[config.mk]
export PLATFORM = sky130hd
export DESIGN_NAME = cpli_mem
export DESIGN_NICKNAME = d
export VERILOG_FILES = /design/src/hdl/cpli_pkg.sv /design/src/hdl/cpli_mem.sv
export SDC_FILE = /design/constraint.sdc
export NUM_CORES = 1
export LEC_CHECK = 0
export BUFFER_PORTS_ARGS = -buffer_cell sky130_fd_sc_hd__buf_4
export CAP_MARGIN = 20
export CORE_MARGIN = 1.5
export CORE_UTILIZATION = 39
export CTS_CLUSTER_DIAMETER = 40
export CTS_CLUSTER_SIZE = 40
export DETAILED_ROUTE_END_ITERATION = 8
export GPL_TIMING_DRIVEN = 0
export HOLD_SLACK_MARGIN = 0.08
export SYNTH_ARGS = -nofsm -noshare
export SYNTH_HDL_FRONTEND = slang
export SYNTH_SLANG_ARGS = --single-unit
[constraint.sdc]
create_clock -name aclk -period 5.4 [get_ports aclk]
set_input_delay 0 -clock aclk [delete_from_list [all_inputs] [get_ports aclk]]
set_output_delay 0 -clock aclk [all_outputs]
set_load 0.02 [all_outputs]
[src/hdl/cpli_pkg.sv]
`default_nettype none
// ----------------------------------------------------------------------------
// cpli_pkg
// Shared types, widths and helpers for the clamped piecewise linear
// interpolation table.
// ----------------------------------------------------------------------------
package cpli_pkg;

    localparam int TABLE_POINTS = 32;
    localparam int PT_W         = $clog2(TABLE_POINTS);
    localparam int NUM_W        = $clog2(TABLE_POINTS + 1);
    localparam int STRAIN_W     = 32;
    localparam int VALUE_W      = 24;
    localparam int CFG_W        = 6;
    localparam int IDX_W        = 5;
    localparam int PROD_W       = STRAIN_W + VALUE_W;
    localparam int DIV_CNT_W    = $clog2(VALUE_W + 1);

    localparam logic MODE_LOAD  = 1'b0;
    localparam logic MODE_QUERY = 1'b1;

    typedef enum logic [1:0] {
        REGION_INTERP = 2'd0,
        REGION_BELOW  = 2'd1,
        REGION_ABOVE  = 2'd2,
        REGION_SINGLE = 2'd3
    } region_t;

    typedef enum logic [3:0] {
        ST_IDLE,
        ST_FIRST,
        ST_LAST,
        ST_SCAN,
        ST_SEG,
        ST_MUL,
        ST_ADJ,
        ST_DIV,
        ST_DONE
    } state_t;

    typedef struct packed {
        logic [STRAIN_W-1:0] strain;
        logic [VALUE_W-1:0]  value;
    } entry_t;

    typedef struct packed {
        logic            we;
        logic [PT_W-1:0] waddr;
        entry_t          wdata;
        logic [PT_W-1:0] raddr;
    } mem_req_t;

    function automatic logic [NUM_W-1:0] used_points(input logic [CFG_W-1:0] c);
        if (c == '0) begin
            return NUM_W'(1);
        end
        if (int'(c) > TABLE_POINTS) begin
            return NUM_W'(TABLE_POINTS);
        end
        return NUM_W'(c);
    endfunction

endpackage
`default_nettype wire

[src/hdl/cpli_mem.sv]
`default_nettype none
// ----------------------------------------------------------------------------
// cpli_mem
// Breakpoint table: one write port, one read port, registered read data.
// ----------------------------------------------------------------------------
module cpli_mem
    import cpli_pkg::*;
(
    input  wire logic     aclk,
    input  wire mem_req_t req,
    output entry_t        rd_data
);

    entry_t mem [TABLE_POINTS];
    entry_t rd_data_reg;

    always_ff @(posedge aclk) begin
        if (req.we) begin
            mem[req.waddr] <= req.wdata;
        end
        rd_data_reg <= mem[req.raddr];
    end

    assign rd_data = rd_data_reg;

endmodule
`default_nettype wire

==> results.json <==
{
  "status": "completed",
  "die_h_um": 429,
  "crit_chain": "dlygate4sd3_1, buf_4, or3b_2, dlygate4sd3_1, nor2_4, buf_12, buf_16",
  "power_density_nw_per_um2": 396,
  "place_area_um2": 76600,
  "fin_area_um2": 86700,
  "cts_tree": "built",
  "fin_skew_ns": 0.0771,
  "min_period_ns": 2.77,
  "hold_path_end": "mem[29][44]",
  "grt_pass1_vias": 38307,
  "rsz0062_at_grt": "false",
  "synth_top_family_by_area": "multiplexers",
  "firstDrtPassIters": 5,
  "synth_compound_area_share_pct": 4.85,
  "avgSynthCellArea_um2": 18.1,
  "syn_area_um2": 70800,
  "tns_ns": 0,
  "drc": 0,
  "grt_pass1_wl_um": 264000,
  "core_region_area_um2": 181000,
  "ff2ff_path_depth": 6,
  "antenna_left": 0,
  "grt_max_degree": 33,
  "synthAdderAreaFrac_pct": 0,
  "slew_headroom_pct": 26.4,
  "slew_viol_final": 0,
  "synthSimpleGateAreaFrac_pct": 2.83,
  "synth_top_cell_area_share_pct": 76.0,
  "vdd_drop_max_mv": 0.295,
  "finalSetupViolCount": 0,
  "ys_types": 25,
  "place_ws_ns": 2.52,
  "grtUsageTotal_pct": 19.7,
  "nets": 4561,
  "tightest_slew_ns": 1.10,
  "yosysTopAreaCell": "edfxtp_1",
  "cts_setup_buffers": 0,
  "fmax_mhz": 360,
  "cts_resized": 0,
  "std_cell_rows": 156,
  "arrival_ns": 3.28,
  "syn_inst": 3917,
  "synthMuxAreaShare_pct": 12.7,
  "r2r_end": "rd_data[9]",
  "dieArea_um2": 184000,
  "crit_required_ns": 5.90,
  "hold_viol": 0,
  "routed_via_density": 5.33,
  "yosysSeqAreaShare_pct": 77.6,
  "crit_type": "in2reg",
  "hold_depth": 2,
  "routed_wl_um": 184000,
  "max_cap_violations": 0,
  "synth_edf_count": 1792,
  "r2r_start": "mem[7][9]",
  "path_clk_slew_ns": 0.05,
  "fillers": 14897,
  "cts_made_buffers": 241,
  "hold_start": "req[49]",
  "gp_congestion": 0.767,
  "insertion_delay_ns": 0.87,
  "numPortBuffers": 122,
  "holdWs_ns": 0.138,
  "cpMostUsedCell": "dlygate4sd3_1",
  "synth_fp_nets": 3985,
  "ys_async_sr_fraction_pct": 0,
  "fin_crit_sh_pct": 51.4,
  "grt_antenna_before_repair": 11,
  "synth_xor_area_share_pct": 0,
  "cts_root_buf": "clkbuf_16",
  "grt.overflow.total": 0,
  "synthTopCellsByCount": "1792 x edfxtp_1, 896 x mux2i_1, 170 x nand2_1, 170 x nand3_1",
  "ys.flop_type": "edfxtp_1",
  "regToRegSetupSlack_ns": 3.57,
  "clockBufferDepth": 3,
  "finalPower_w": 0.0343,
  "yosysWarnings": 0,
  "synth.most_common_cell": "edfxtp_1",
  "critPathMaxFanout": 17,
  "ys_top_cells_by_area": "edfxtp_1 76%, mux2i_1 13%, a22oi_1 1.8%, dfxtp_1 1.6%, a22o_1 1.4%",
  "cts_hold_buf": 120,
  "critical_path.max_stage_delay_ns": 0.74,
  "largest_register_ffs": 1792,
  "start_util_pct": 39.2,
  "startpoint_type": "input pin",
  "ios": 124,
  "cts.sinks": 1848,
  "crit_path_top_delay_cell": "dlygate4sd3_1",
  "drtIter0Drc": 3612,
  "htree_levels": 4,
  "hold_class": "in2reg",
  "hpwl_um": 117000,
  "syn_to_final_growth_pct": 22.5,
  "drive_gt1_share_pct": 17.0,
  "post_drt_wl_per_cell_um": 25.9,
  "ys_ff_latch": 1848,
  "endpoint_kind": "flip-flop",
  "dieWidth_um": 429,
  "num_vias": 37801,
  "worst_slack_ns": 2.63,
  "p_leak_nw": 30.6
}
layer usage:
| layer | track usage, % | vias to the layer above | wire length [um] |
|---|---|---|---|
| met5 | 0 | - | 13 |
| met4 | 9.06 | 2 | 8070 |
| met3 | 3.55 | 331 | 11500 |
| met2 | 31.0 | 1323 | 85200 |
| met1 | 26.6 | 19292 | 78800 |
| li1 | - | 16853 | - |
worst max path at each step:
stage                 start          end  slack, ns  cells past startpoint
global placement    req[65]  mem[11][24]      -1.78                      3
floorplan           req[62]   mem[12][0]       1.92                      3
finish              req[64]   mem[9][31]       2.63                      7
global route        req[64]   mem[9][31]       2.68                      7
detailed placement   req[1]  rd_data[20]       2.52                      7
CTS                 req[65]   mem[9][31]       2.73                      7
critical path, delay by kind of cell:
family	cells	cell delay [ns]
simple gates	2	1.15
buf+inv	5	2.09
per-stage QoR:
step                      utilization (%)  instances
after global placement               41.4       6409
after detailed placement             42.4       6486
final                                48.0       7087
after CTS                            47.8       7067
after global routing                 48.0       7086
after floorplan                         -       3917
power by group:
part | switching (W) | internal, W | leakage, nW
Clock | 0.00655 | 0.00995 | 4.12
Combinational | 0.00117 | 0.000649 | 9.82
Sequential | 0.0000515 | 0.0160 | 16.6
area by class of cell:
class / count / area (um^2) / area share, %
diodes: 6 / 15.0 / 0.0173
multi-input cells: 1845 / 14600 / 16.9
clock buffers: 270 / 6220 / 7.18
repair buffers: 333 / 4120 / 4.75
clock inverters: 191 / 2350 / 2.71
plain buffers: 224 / 1460 / 1.68
flip-flops and latches: 1848 / 54900 / 63.4
well taps: 2370 / 2970 / 3.42
cells by family after synthesis:
kind of cell,count (synthesis)
AND/OR/NAND/NOR,445
AO/OA/AOI/OAI,504
multiplexers,896
buffers and inverters,224
flip-flops,1848
cell usage in the layout (no fill, tap or decap), types with 30 or more instances in the layout:
cell and count:
a31oi_1 56, inv_6 33, clkbuf_1 102, nor2_4 32, a22oi_1 168, nor3_1 56, buf_6 35, clkbuf_16 244
dlygate4sd3_1 120, buf_4 172, nand2_1 170, a22o_1 112, buf_2 40, a21oi_1 168, buf_12 55, dfxtp_1 56
nand3_1 170, edfxtp_1 1792, bufinv_16 30, mux2i_1 896
(Power assumes the default switching activity.)
