### src/hdl/cpli_pkg.sv
`default_nettype none
// ----------------------------------------------------------------------------
// cpli_pkg
// Shared types, widths and helpers for the clamped piecewise linear
// interpolation table.
// ----------------------------------------------------------------------------
package cpli_pkg;

    localparam int TABLE_POINTS = 32;
    localparam int PT_W         = $clog2(TABLE_POINTS);
    localparam int NUM_W        = $clog2(TABLE_POINTS + 1);
    localparam int STRAIN_W     = 32;
    localparam int VALUE_W      = 24;
    localparam int CFG_W        = 6;
    localparam int IDX_W        = 5;
    localparam int PROD_W       = STRAIN_W + VALUE_W;
    localparam int DIV_CNT_W    = $clog2(VALUE_W + 1);

    localparam logic MODE_LOAD  = 1'b0;
    localparam logic MODE_QUERY = 1'b1;

    typedef enum logic [1:0] {
        REGION_INTERP = 2'd0,
        REGION_BELOW  = 2'd1,
        REGION_ABOVE  = 2'd2,
        REGION_SINGLE = 2'd3
    } region_t;

    typedef enum logic [3:0] {
        ST_IDLE,
        ST_FIRST,
        ST_LAST,
        ST_SCAN,
        ST_SEG,
        ST_MUL,
        ST_ADJ,
        ST_DIV,
        ST_DONE
    } state_t;

    typedef struct packed {
        logic [STRAIN_W-1:0] strain;
        logic [VALUE_W-1:0]  value;
    } entry_t;

    typedef struct packed {
        logic            we;
        logic [PT_W-1:0] waddr;
        entry_t          wdata;
        logic [PT_W-1:0] raddr;
    } mem_req_t;

    function automatic logic [NUM_W-1:0] used_points(input logic [CFG_W-1:0] c);
        if (c == '0) begin
            return NUM_W'(1);
        end
        if (int'(c) > TABLE_POINTS) begin
            return NUM_W'(TABLE_POINTS);
        end
        return NUM_W'(c);
    endfunction

endpackage
`default_nettype wire

### src/hdl/cpli_div.sv
`default_nettype none
// ----------------------------------------------------------------------------
// cpli_div
// Restoring divider, one quotient bit per cycle. The caller guarantees the
// quotient fits in VALUE_W bits (numerator below divisor times 2^VALUE_W).
// ----------------------------------------------------------------------------
module cpli_div
    import cpli_pkg::*;
(
    input  wire logic                aclk,
    input  wire logic                aresetn,
    input  wire logic                start,
    input  wire logic [PROD_W-1:0]   num,
    input  wire logic [STRAIN_W-1:0] den,
    output logic                     done,
    output logic [VALUE_W-1:0]       quot
);

    logic                 busy_reg, busy_next;
    logic                 done_reg, done_next;
    logic [DIV_CNT_W-1:0] cnt_reg, cnt_next;
    logic [STRAIN_W-1:0]  rem_reg, rem_next;
    logic [VALUE_W-1:0]   low_reg, low_next;
    logic [STRAIN_W-1:0]  den_reg, den_next;
    logic [STRAIN_W:0]    trial;
    logic                 ge;

    always_comb begin
        trial     = {rem_reg, low_reg[VALUE_W-1]};
        ge        = trial >= {1'b0, den_reg};
        busy_next = busy_reg;
        done_next = 1'b0;
        cnt_next  = cnt_reg;
        rem_next  = rem_reg;
        low_next  = low_reg;
        den_next  = den_reg;
        if (start) begin
            busy_next = 1'b1;
            cnt_next  = DIV_CNT_W'(VALUE_W);
            rem_next  = num[PROD_W-1:VALUE_W];
            low_next  = num[VALUE_W-1:0];
            den_next  = den;
        end else if (busy_reg) begin
            rem_next = ge ? STRAIN_W'(trial - {1'b0, den_reg}) : trial[STRAIN_W-1:0];
            low_next = {low_reg[VALUE_W-2:0], ge};
            cnt_next = cnt_reg - 1'b1;
            if (cnt_reg == DIV_CNT_W'(1)) begin
                busy_next = 1'b0;
                done_next = 1'b1;
            end
        end
    end

    always_ff @(posedge aclk) begin
        if (!aresetn) begin
            busy_reg <= 1'b0;
            done_reg <= 1'b0;
            cnt_reg  <= '0;
        end else begin
            busy_reg <= busy_next;
            done_reg <= done_next;
            cnt_reg  <= cnt_next;
        end
        rem_reg <= rem_next;
        low_reg <= low_next;
        den_reg <= den_next;
    end

    assign done = done_reg;
    assign quot = low_reg;

`ifndef SYNTH
    a_no_restart: assert property (@(posedge aclk) disable iff (!aresetn)
        start |-> !busy_reg)
        else $error("divider restarted while busy");
    a_rem_bound: assert property (@(posedge aclk) disable iff (!aresetn)
        busy_reg && !$past(start) |-> rem_reg < den_reg)
        else $error("partial remainder not below divisor");
    a_done_after_busy: assert property (@(posedge aclk) disable iff (!aresetn)
        done_reg |-> !busy_reg && $past(busy_reg))
        else $error("done without a finished division");
`endif

endmodule
`default_nettype wire

### config.mk
export PLATFORM = sky130hd
export DESIGN_NAME = cpli_div
export DESIGN_NICKNAME = d
export VERILOG_FILES = /design/src/hdl/cpli_pkg.sv /design/src/hdl/cpli_div.sv
export SDC_FILE = /design/constraint.sdc
export NUM_CORES = 1
export LEC_CHECK = 0
export BUFFER_PORTS_ARGS = -buffer_cell sky130_fd_sc_hd__buf_2
export CAP_MARGIN = 20
export CORE_AREA = 2 2 125 127
export DETAILED_ROUTE_END_ITERATION = 12
export DIE_AREA = 0 0 127 129
export PLACE_DENSITY = 0.68
export SKIP_CTS_REPAIR_TIMING = 1
export SLEW_MARGIN = 40
export SYNTH_ARGS = -nofsm -noshare
export SYNTH_HDL_FRONTEND = slang
export SYNTH_SLANG_ARGS = --single-unit
### constraint.sdc
create_clock -name aclk -period 8 [get_ports aclk]
set_input_delay 1.2 -clock aclk [delete_from_list [all_inputs] [get_ports aclk]]
set_output_delay 1.2 -clock aclk [all_outputs]
set_load 0.1 [all_outputs]
==> metrics list, run 1 <==
- Counting distinct cell types in the post-synthesis netlist gives 55.
- The die is 127 um wide.
- Predominant post-synthesis flop cell: sky130_fd_sc_hd__edfxtp_1
- The critical path runs through a total of 10 cells.
- Worst min-delay path category: flop to flop
* Number of nets at the end of the flow: 745
- Cell area after synthesis: 5912 um2
- Last weighted congestion value of the routability-driven placer: 0.8910
* Max-slew violation total from the final report: 0
- Total power density per cell area: 331.0 nW/um2
- Wire length of the first global-routing pass: 21.39 mm
* Port buffer count: 115
- Hold is met by 531.9 ps.
- Among cell families on the critical path, the largest total delay comes from compound AO/OA/AOI/OAI gates.
- During synthesis, Yosys emitted a total of 0 warnings.
- In this run the remaining antenna-violating nets after routing total 0.
- Startpoint types: flop
- After detailed routing, the number of vias per cell comes to 5.303.
- Rows: 45
* Normalized max-slew margin: 0.5433
- Pin placement for this block handled 116 I/O pins.
- In this run, synthesis inferred 88 flip-flops with an integrated enable.
- The routed design has 12.65 mm of wire.
- HPWL after detailed placement: 9.328 mm
* Number of clock buffers inserted by TritonCTS: 9
- Syn nets: 640
- In this run the clock root is driven by a sky130_fd_sc_hd__clkbuf_16.
* Die area: 16380 um2
- Number of cells produced by synthesis: 514
* Power share of the clock group: 0.189
- Summed over all layers, the global routing overflow is 0.
* Cell-by-cell listing of the critical path: ha_1, nand4_1, or3_1, nor2b_1, o21ai_1, a21oi_1, a221o_2, buf_4, mux2_2, mux2_2
* Layout cell share with drive strength beyond 1: 0.3301
- Combined global-route utilization of all metal layers: 0.1629
* Beginning of the worst register-to-register path: rem_reg[13]
- The analysis attributes to net switching a power of 870.3 uW.
- Sequential share of power: 0.314
- The largest individual stage delay along the critical path comes from the cell sky130_fd_sc_hd__a221o_2.
- Counting both buffers and inverters, the worst setup path holds a total of 1.
- Cell count after placement: 796
- Beginning of the worst hold path: cnt_reg[1]
* Synthesized area divided by synthesized cell count: 11.50 um2
- Worst setup skew after layout: 7.933 ps
- In this design, the stage delay of the slowest critical-path cell is 510 ps.
- End point of the worst hold path: cnt_reg[1]
* Area inside the core boundary: 14980 um2
- Final TNS setup: 0 ps
- Summing all multi-input logic gate instances after layout gives 2856 um2.
- DRC violations left: 0
- From synthesis to final layout, the design area changed by 17.16%.
* Fraction of power spent switching nets: 0.3796
- CTS sink count: 95
* Storage cell area: 2783 um2
- Of the available clock period, the critical path in the final layout requires 0.4784.
- Uppermost layer routed: met5
* P_int: 1.422 mW
- Post-route met1 wirelength: 5.763 mm
- In this run the register-to-register setup slack is 4170 ps.
* Clk Latency, worst-skew pair: 340 ps
- Detail-routed net length per standard cell: 15.58 um
* Static leakage power: 2.939 nW
- The final hold violation count is 0.
- Hold path depth: 2
* Cell type contributing the most total cell area after synthesis: sky130_fd_sc_hd__edfxtp_1
- Sorting the synthesized cells by area gives the leading types as sky130_fd_sc_hd__edfxtp_1 (45%), sky130_fd_sc_hd__mux2_2 (12%), sky130_fd_sc_hd__ha_1 (7.2%).
- After detailed routing, the met3 layer carries 775 um of wire.
* Final Non-Filler Cells: 812
- Measured along the y axis, the die boundary spans 129 um.
- Portion of the post-synthesis area used by sequential elements: 0.4707
- Worst Reg2Reg Path Length in Cells: 10
- STA puts the critical path data required time at 8100 ps.
- The worst-case IR drop observed on VDD is 143.1 uV.
* Number of max-cap violations: 0
* Pin count of the biggest net entering global routing: 61
* Initial antenna violation count: 1
* Diode insertion count for antenna repair: 0
* Synth async-reset ratio: 0
* Fill count: 1438
* Combinational power share: 0.496
- The run finished with clean final reports.
- Via count of the first global-routing pass: 4517
* Maximum fanout encountered on the critical timing path: 20
* H-tree level count: 3
- Clock-pin slew was measured on the worst setup and hold paths at 70 ps.
- For this run, the detailed router's first-pass iteration total came to 4.
- The worst path needs 3827 ps of the cycle, external delays included.
- Worst Tran Pin Value: 676.2 ps
- FMAX: 261.3 MHz
* Share of Yosys cell area claimed by the top area cell type: 0.4470
* Met2 WL: 5.881 mm
- TritonCTS built the clock tree.
* Count of endpoints failing setup in the final report: 0
- Deepest clock path buffer count: 2
- At the worst endpoint, the arrival time is 3930 ps.
* Type of the setup path with the least slack: flop to flop
- The synthesized design contains 95 register bits.
- For this configuration, the core starts out at a cell density of 0.3947.
- At the end of the flow the core is filled with cells to 0.4625.
* Worst r2r dst: rem_reg[8]
- Setup repair after global routing left no endpoint under its margin.
- The routed layout has 4306 vias.
- Dominant cell type by count on the critical path: sky130_fd_sc_hd__mux2_2
- After the first detailed-routing iteration, the DRC count stood at 252.
* Kind of end point of the critical path: flop
how the worst max path moves through the flow:
stage / slack [ps] / to / from
5_1_grt: 3820 / rem_reg[8] / rem_reg[12]
6_report: 4170 / rem_reg[8] / rem_reg[13]
3_5_place_dp: 3900 / rem_reg[8] / rem_reg[12]
3_3_place_gp: 4080 / rem_reg[15] / rem_reg[15]
4_1_cts: 3880 / rem_reg[8] / rem_reg[13]
2_1_floorplan: 4560 / rem_reg[20] / quot[23]
placed cells by master (no fill, tap or decap), types with 8 or more instances in the layout:
master and n:
sky130_fd_sc_hd__nor2_1 18, sky130_fd_sc_hd__o21ai_0 17, sky130_fd_sc_hd__mux2_2 63, sky130_fd_sc_hd__ha_1 34, sky130_fd_sc_hd__a21oi_1 31, sky130_fd_sc_hd__a21o_1 16
sky130_fd_sc_hd__o21a_1 9, sky130_fd_sc_hd__xor2_1 12, sky130_fd_sc_hd__edfxtp_1 88, sky130_fd_sc_hd__clkbuf_16 9, sky130_fd_sc_hd__nand3_1 8, sky130_fd_sc_hd__xnor2_1 17
sky130_fd_sc_hd__nand2_1 19, sky130_fd_sc_hd__buf_2 114, sky130_fd_sc_hd__nor2b_1 9, sky130_fd_sc_hd__inv_1 41
area by class of cell:
class                   count  share of cell area
flip-flops and latches     95              0.4017
clock inverters             6            0.009935
repair buffers            118             0.08671
multi-input cells         354              0.4124
inverters                  41             0.02222
well taps                 188             0.03396
clock buffers              10             0.03306
metal layers:
layer,vias up,global-route usage
met5,-,0
met4,2,0.05495
met3,18,0.04906
met2,120,0.2679
met1,2017,0.2063
li1,2149,-
synth_stat cells, types with 8 or more instances:
library cell,count
sky130_fd_sc_hd__a21o_1,16
sky130_fd_sc_hd__a21oi_1,31
sky130_fd_sc_hd__clkbuf_1,15
sky130_fd_sc_hd__edfxtp_1,88
sky130_fd_sc_hd__ha_1,34
sky130_fd_sc_hd__inv_1,41
sky130_fd_sc_hd__mux2_2,63
sky130_fd_sc_hd__nand2_1,19
sky130_fd_sc_hd__nand3_1,8
sky130_fd_sc_hd__nor2_1,18
sky130_fd_sc_hd__nor2b_1,9
sky130_fd_sc_hd__o21a_1,9
sky130_fd_sc_hd__o21ai_0,17
sky130_fd_sc_hd__xnor2_1,17
sky130_fd_sc_hd__xor2_1,12
cell families after synthesis:
group,synth area share
flops,0.4707
mux,0.1369
fa+ha+maj,0.07534
simple gates,0.09016
buf+inv,0.04635
compound gates,0.1376
xor+xnor,0.04296
metrics by stage:
stage	cell area [um2]	worst slack (ps)	power [mW]
2_1_floorplan	5912	4564	1.650
3_3_place_gp	6628	4078	1.831
3_5_place_dp	6628	3898	1.859
4_1_cts	6925	3884	2.308
5_1_grt	6927	3821	2.466
6_report	6927	4173	2.292
tightest hold or removal path, delay by kind of cell, from the launching register on:
| kind | cells | cell delay, ps |
|---|---|---|
| DFF | 1 | 330 |
| and+or+nand+nor | 1 | 100 |
| AOI/OAI and AO/OA | 1 | 50 |
power by group through the flow:
stage	Combinational [mW]	Clock (mW)	Sequential (mW)
after global placement	1.10	0	0.726
after CTS	1.14	0.447	0.722
after detailed placement	1.13	0	0.731
final	1.14	0.434	0.721
after floorplan	0.835	0	0.815
after global routing	1.27	0.467	0.734
No activity file was read; power rests on OpenSTA's default activity.
==> run 2, diff against run 1 <==
Settings changed: PLACE_DENSITY 0.68 to 0.71.
Clock period 8 ns to 3.1 ns, I/O delays scaled along.
==> run 2 against run 1 <==
The flow now finishes with violations (negative setup slack). Sequential cell count stayed put. Power grew to 3.0 times the previous value. Setup slack worse by 4200 ps. Via count is 8.4% higher. Core utilization is 6.0 points higher. Critical endpoint is now rem_reg[10]. Largest power group unchanged.
==> metrics list, run 2 (synthesis results as in run 1) <==
* Port buffer count: 115
- Total overflow reported by the global router: 0
- The initial utilization of the core area, before any placement, comes to 0.3947.
- Across every metal layer, demand over resource in global routing totals 0.1702.
- The number of global-route vias before repair came to 4644.
* Initial detailed-routing violation count: 243
- The worst setup path is launched from a flop.
* Run status: finished, violations left
- Period utilization: 1.000
- For met3 alone, demand over resource in global routing was 0.05613.
- The number of antenna violations at the first check in global routing came to 1.
- At the worst endpoint, the arrival time is 3210 ps.
- Measured against its own limit, the worst slew margin works out to 0.5946.
* Total routed wirelength: 14.42 mm
* Kind of end point of the critical path: flop
- The routed layout has 4667 vias.
- In this run the critical register-to-register path is captured at rem_reg[10].
- Hold path depth: 1
* Post-route minimum period: 3100 ps
- H-tree level count: 3
- Beginning of the worst register-to-register path: rem_reg[8]
- For flop-to-flop paths, the worst setup slack is -0.0009 ps.
- Beginning of the worst hold path: den[29]
* Layout overhead on the synthesized area: 32.28%
- Worst Reg2Reg Path Length in Cells: 10
- Detail-routed net length per standard cell: 16.55 um
- For this design the top-level I/O count stands at 116.
* Worst setup skew after layout: 12.84 ps
- Final setup margin: -0.0008882 ps
- Highest-count cells in the layout ignoring fill and taps: sky130_fd_sc_hd__buf_2 (114), sky130_fd_sc_hd__edfxtp_1 (88), sky130_fd_sc_hd__mux2_2 (53)
* Worst voltage drop across the vdd grid: 561.9 uV
* Rows: 45
- Worst path required time: 3210 ps
- Maximum fanout encountered on the critical timing path: 8
- Number of nets at the end of the flow: 803
- Pin count of the biggest net entering global routing: 47
- Max-cap violations in this run came to 0.
* Worst Tran Pin Value: 608.1 ps
- Leaving out fill and tap cells, the most frequent cell in the layout is sky130_fd_sc_hd__buf_2.
- The count of nets left with antenna violations once routing finished came out at 0.
- The final hold violation count was 0.
* Count of endpoints failing setup in the final report: 0
- Clk Latency, worst-skew pair: 360 ps
* Unrepaired setup endpoints after global routing: true
- Fill count: 1281
- The critical path is of the flop to flop type.
* Wire length of the first global-routing pass: 22.12 mm
* Area inside the core boundary: 14980 um2
- The longest clock path from root to sink contains 2 buffers.
- CTS tree: done
* DRC violations left: 0
- Layout cell share with drive strength beyond 1: 0.4604
- Vias per std cell: 5.358
* Worst hold margin: 271.4 ps
- Static leakage power: 3.329 nW
- Die Span X: 127 um
* Final TNS setup: 0 ps
* Most congested layer reported by global routing: met2
* Violated checks: negative setup slack
* GR Util met1: 0.2049
- The die covers 16380 um2.
* Max-slew violation total from the final report: 0
- 1st-pass router iterations: 5
- The min-delay analysis places its worst path in the category input pin to flop.
- Number of clock buffers inserted by TritonCTS: 9
* Clock slew at the register clock pins of the worst setup and hold paths: 80 ps
* Die H: 129 um
* CTS sink count: 95
- Total power density per cell area: 881.9 nW/um2
- Clock Tree Root: sky130_fd_sc_hd__clkbuf_16
- FMAX: 322.6 MHz
* HPWL after detailed placement: 10.26 mm
- Global routing met2 resource utilization: 0.2944
- End point of the worst hold path: den_reg[29]
- Last weighted congestion value of the routability-driven placer: 0.9710
-- run 2: how the worst max path moves through the flow --
stage	startpoint	slack, ps	depth (start not counted)	end
floorplan	quot[23]	-190	12	rem_reg[20]
global placement	quot[23]	10	13	rem_reg[20]
detailed placement	rem_reg[17]	-20	9	rem_reg[4]
CTS	rem_reg[17]	-40	9	rem_reg[4]
global route	den_reg[15]	-100	12	rem_reg[10]
finish	rem_reg[8]	-0.0009	10	rem_reg[10]
-- run 2: metrics by stage --
stage	std cells	instance area [um2]	utilization	setup slack (ps)	total power, mW
after global placement	838	7071	0.4721	9.846	5.191
final	871	7820	0.5221	-0.0008882	6.897
after CTS	854	7370	0.4921	-42.04	6.441
after global routing	870	7818	0.5220	-103.2	7.306
after detailed placement	838	7071	0.4721	-24.52	5.298
after floorplan	514	6007	-	-191.2	4.374
-- run 2: power by group --
group	switching, mW	internal (mW)
combinational	1.91	1.97
clock	0.542	0.572
sequential	0.167	1.74
-- run 2: critical path: stages (launching register included) --
cell                       delay [ps]
sky130_fd_sc_hd__edfxtp_1         440
sky130_fd_sc_hd__ha_1             340
sky130_fd_sc_hd__and3_4           210
sky130_fd_sc_hd__and3_4           190
sky130_fd_sc_hd__nand3_4           90
sky130_fd_sc_hd__nor4_4            50
sky130_fd_sc_hd__or3_1            340
sky130_fd_sc_hd__a221o_2          430
sky130_fd_sc_hd__buf_12           190
sky130_fd_sc_hd__mux2_4           300
sky130_fd_sc_hd__mux2_2           270
-- run 2: area by class of cell --
class / count / area, um2 / share of cell area
multi-input combinational: 354 / 3203 / 0.4096
timing repair buffer: 176 / 1144 / 0.1462
antenna: 1 / 2.502 / 0.0003200
sequential: 95 / 2783 / 0.3558
clock inverter: 7 / 73.82 / 0.009440
clock buffer: 9 / 225.2 / 0.02880
tap: 188 / 235.2 / 0.03008
inverter: 41 / 153.9 / 0.01968
-- run 2: layer usage --
metal,vias up,part of all wire
met3,26,0.071
met5,-,0
met1,2194,0.43
met2,176,0.48
met4,0,0.019
li1,2271,-
==> run 3, diff against run 2 <==
Settings changed: BUFFER_PORTS_ARGS -buffer_cell sky130_fd_sc_hd__buf_2 to not set, DONT_BUFFER_PORTS set to 1, PLACE_DENSITY 0.71 to 0.64, SETUP_SLACK_MARGIN set to 0.05.
==> run 3 against run 2 <==
The flow now finishes without violations. Die area did not move. Via count fell by 8.0%. Hold slack got worse by 79 ps. Global-route usage fell by 0.64 points. Non-clock buffer count fell by 71. Setup slack improved by 14 ps. Critical endpoint is now rem_reg[20].
==> metrics list, run 3 (synthesis results as in run 1) <==
* Most common library cell in the layout ignoring fill and taps: sky130_fd_sc_hd__edfxtp_1
* Worst min-delay path category: input pin to flop
* Number of clock buffers inserted by TritonCTS: 9
- Entering global routing, the biggest net connects 108 pins.
* Port buffer count: 0
* Fill count: 1324
- Period utilization: 0.9954
- The tree is rooted in a sky130_fd_sc_hd__clkbuf_16.
- The setup check on the worst reg-to-reg path leaves a slack of 10 ps.
- The first global-routing pass estimated 20.91 mm of wire.
- Effective utilization at floorplan: 0.3947
- Detail-routed net length per standard cell: 17.44 um
- Via count of the first global-routing pass: 4238
- Total power for the finished layout comes to 6.940 mW.
- Total power density per cell area: 900.9 nW/um2
- Unrepaired setup endpoints after global routing: true
- The finished layout holds 799 standard cells, fillers aside.
- The critical path ends at rem_reg[20].
- Setup violations remaining at the end of the flow were counted as 0.
* Number of max-cap violations: 0
- Rows: 45
* Cell count after placement: 772
- Worst path required time: 3210 ps
* Die area: 16380 um2
* Initial antenna violation count: 0
- Worst Reg2Reg Path Length in Cells: 10
- Data arrival time of the critical path: 3200 ps
* Post-route minimum period: 3086 ps
- The startpoint identified for the worst register-to-register timing path is rem_reg[15].
- Across every metal layer, demand over resource in global routing totals 0.1638.
- Across all layers, the routed design uses 4294 vias.
- The repair_antennas step left the layout with diodes totalling 0.
- The first TritonRoute pass finished after 5 iterations.
- Vias per std cell: 5.374
- Highest-count cells in the layout ignoring fill and taps: sky130_fd_sc_hd__edfxtp_1 (88), sky130_fd_sc_hd__buf_4 (54), sky130_fd_sc_hd__mux2_2 (44)
* Normalized max-slew margin: 0.6567
- For this block, the initial DRC count from the detailed router was 212.
* Number of top-level pins: 116
- CTS tree: done
* Deepest clock path buffer count: 2
- Run status: completed
- Layout cell share with drive strength beyond 1: 0.3601
* HPWL after detailed placement: 9.969 mm
- Final Hold Viols: 0
- VDD sags by at most 432.3 uV.
- In the routed design, unresolved DRC markers number 0.
- Total overflow reported by the global router: 0
- Based on the critical path, the design can be clocked at up to 324.1 MHz.
- In the final design database the tool counted 732 nets.
* Static leakage power: 3.125 nW
- Last weighted congestion value of the routability-driven placer: 0.8617
* Max-slew violation total from the final report: 0
- Between clock sinks in the finished design, the worst skew comes to 12.43 ps.
- Critical path startpoint: rem_reg[15]
* Clk Latency, worst-skew pair: 360 ps
- The worst setup path is launched from a flop.
- Total routed wirelength: 13.93 mm
* Layout overhead on the synthesized area: 30.31%
- Maximum fanout encountered on the critical timing path: 7
- The worst setup path is captured at a flop.
- Die H: 129 um
* Clock slew at the register clock pins of the worst setup and hold paths: 70 ps
- Area inside the core boundary: 14980 um2
- For this design, the sink count on the clock tree is 95.
- The setup path with the least slack is of type flop to flop.
- Die Span X: 127 um
- For the pin with the worst max-slew slack, the measured transition is 515.0 ps.
- The H-tree was split into 3 levels.
- The worst register-to-register path ends at rem_reg[20].
* Residual antenna-violating net count after detailed routing: 0
[run 3: cell count changes in the layout (fill, tap and decap cells not counted), moves of 4 or more]
cell	before	now
sky130_fd_sc_hd__buf_2	114	0
sky130_fd_sc_hd__buf_8	0	22
sky130_fd_sc_hd__buf_1	0	19
sky130_fd_sc_hd__mux2_2	53	44
sky130_fd_sc_hd__mux2_4	12	21
sky130_fd_sc_hd__buf_12	4	0
sky130_fd_sc_hd__buf_16	0	4
sky130_fd_sc_hd__buf_4	50	54
[run 3: worst min path at each step]
stage	startpoint	to	cells after the start
CTS	den[0]	den_reg[0]	0
finish	den[3]	den_reg[3]	0
global placement	cnt_reg[1]	cnt_reg[1]	2
global route	den[3]	den_reg[3]	0
detailed placement	cnt_reg[1]	cnt_reg[1]	2
floorplan	cnt_reg[1]	cnt_reg[1]	2
[run 3: critical path, stage by stage (launching register included)]
cell and delay [ps]:
sky130_fd_sc_hd__edfxtp_1 440, sky130_fd_sc_hd__ha_4 320, sky130_fd_sc_hd__nand4_1 180, sky130_fd_sc_hd__or3_4 410, sky130_fd_sc_hd__nor2b_2 130, sky130_fd_sc_hd__o21ai_2 70, sky130_fd_sc_hd__a21oi_2 160, sky130_fd_sc_hd__a221o_2 350
sky130_fd_sc_hd__buf_8 190, sky130_fd_sc_hd__mux2_4 310, sky130_fd_sc_hd__mux2_2 260
[run 3: final cells by class]
type / instances / area [um2] / area share
Clock buffer: 9 / 225.2 / 0.02924
Clock inverter: 7 / 60.06 / 0.007796
Inverter: 41 / 153.9 / 0.01998
Multi-Input combinational cell: 354 / 3233 / 0.4197
Sequential cell: 95 / 2784 / 0.3614
Tap cell: 188 / 235.2 / 0.03053
Timing Repair Buffer: 105 / 1012 / 0.1314
[run 3: layer usage]
| layer | part of all wire | GRT usage | vias up |
|---|---|---|---|
| li1 | - | - | 2130 |
| met1 | 0.43 | 0.1974 | 2033 |
| met2 | 0.48 | 0.2660 | 115 |
| met3 | 0.073 | 0.06403 | 16 |
| met4 | 0.020 | 0.06399 | 0 |
| met5 | 0 | 0 | - |
[run 3: metrics by stage]
step | instance area [um2] | TNS [ps] | utilization | setup WS [ps] | hold WS (ps)
global placement | 6507 | 0 | 0.4345 | 28.06 | 481.4
global route | 7704 | -998.3 | 0.5144 | -74.16 | 169.3
floorplan | 6010 | -1448 | - | -191.2 | 468.1
detailed placement | 6975 | -0.3764 | 0.4657 | -0.3764 | 490.3
CTS | 7261 | -107.1 | 0.4848 | -21.60 | 175.0
finish | 7704 | 0 | 0.5144 | 14.27 | 192.6
[run 3: report_power, final]
group,internal (mW),switching (mW),total [mW]
Clock,0.561,0.523,1.08
Sequential,1.74,0.177,1.91
Combinational,2.08,1.86,3.94
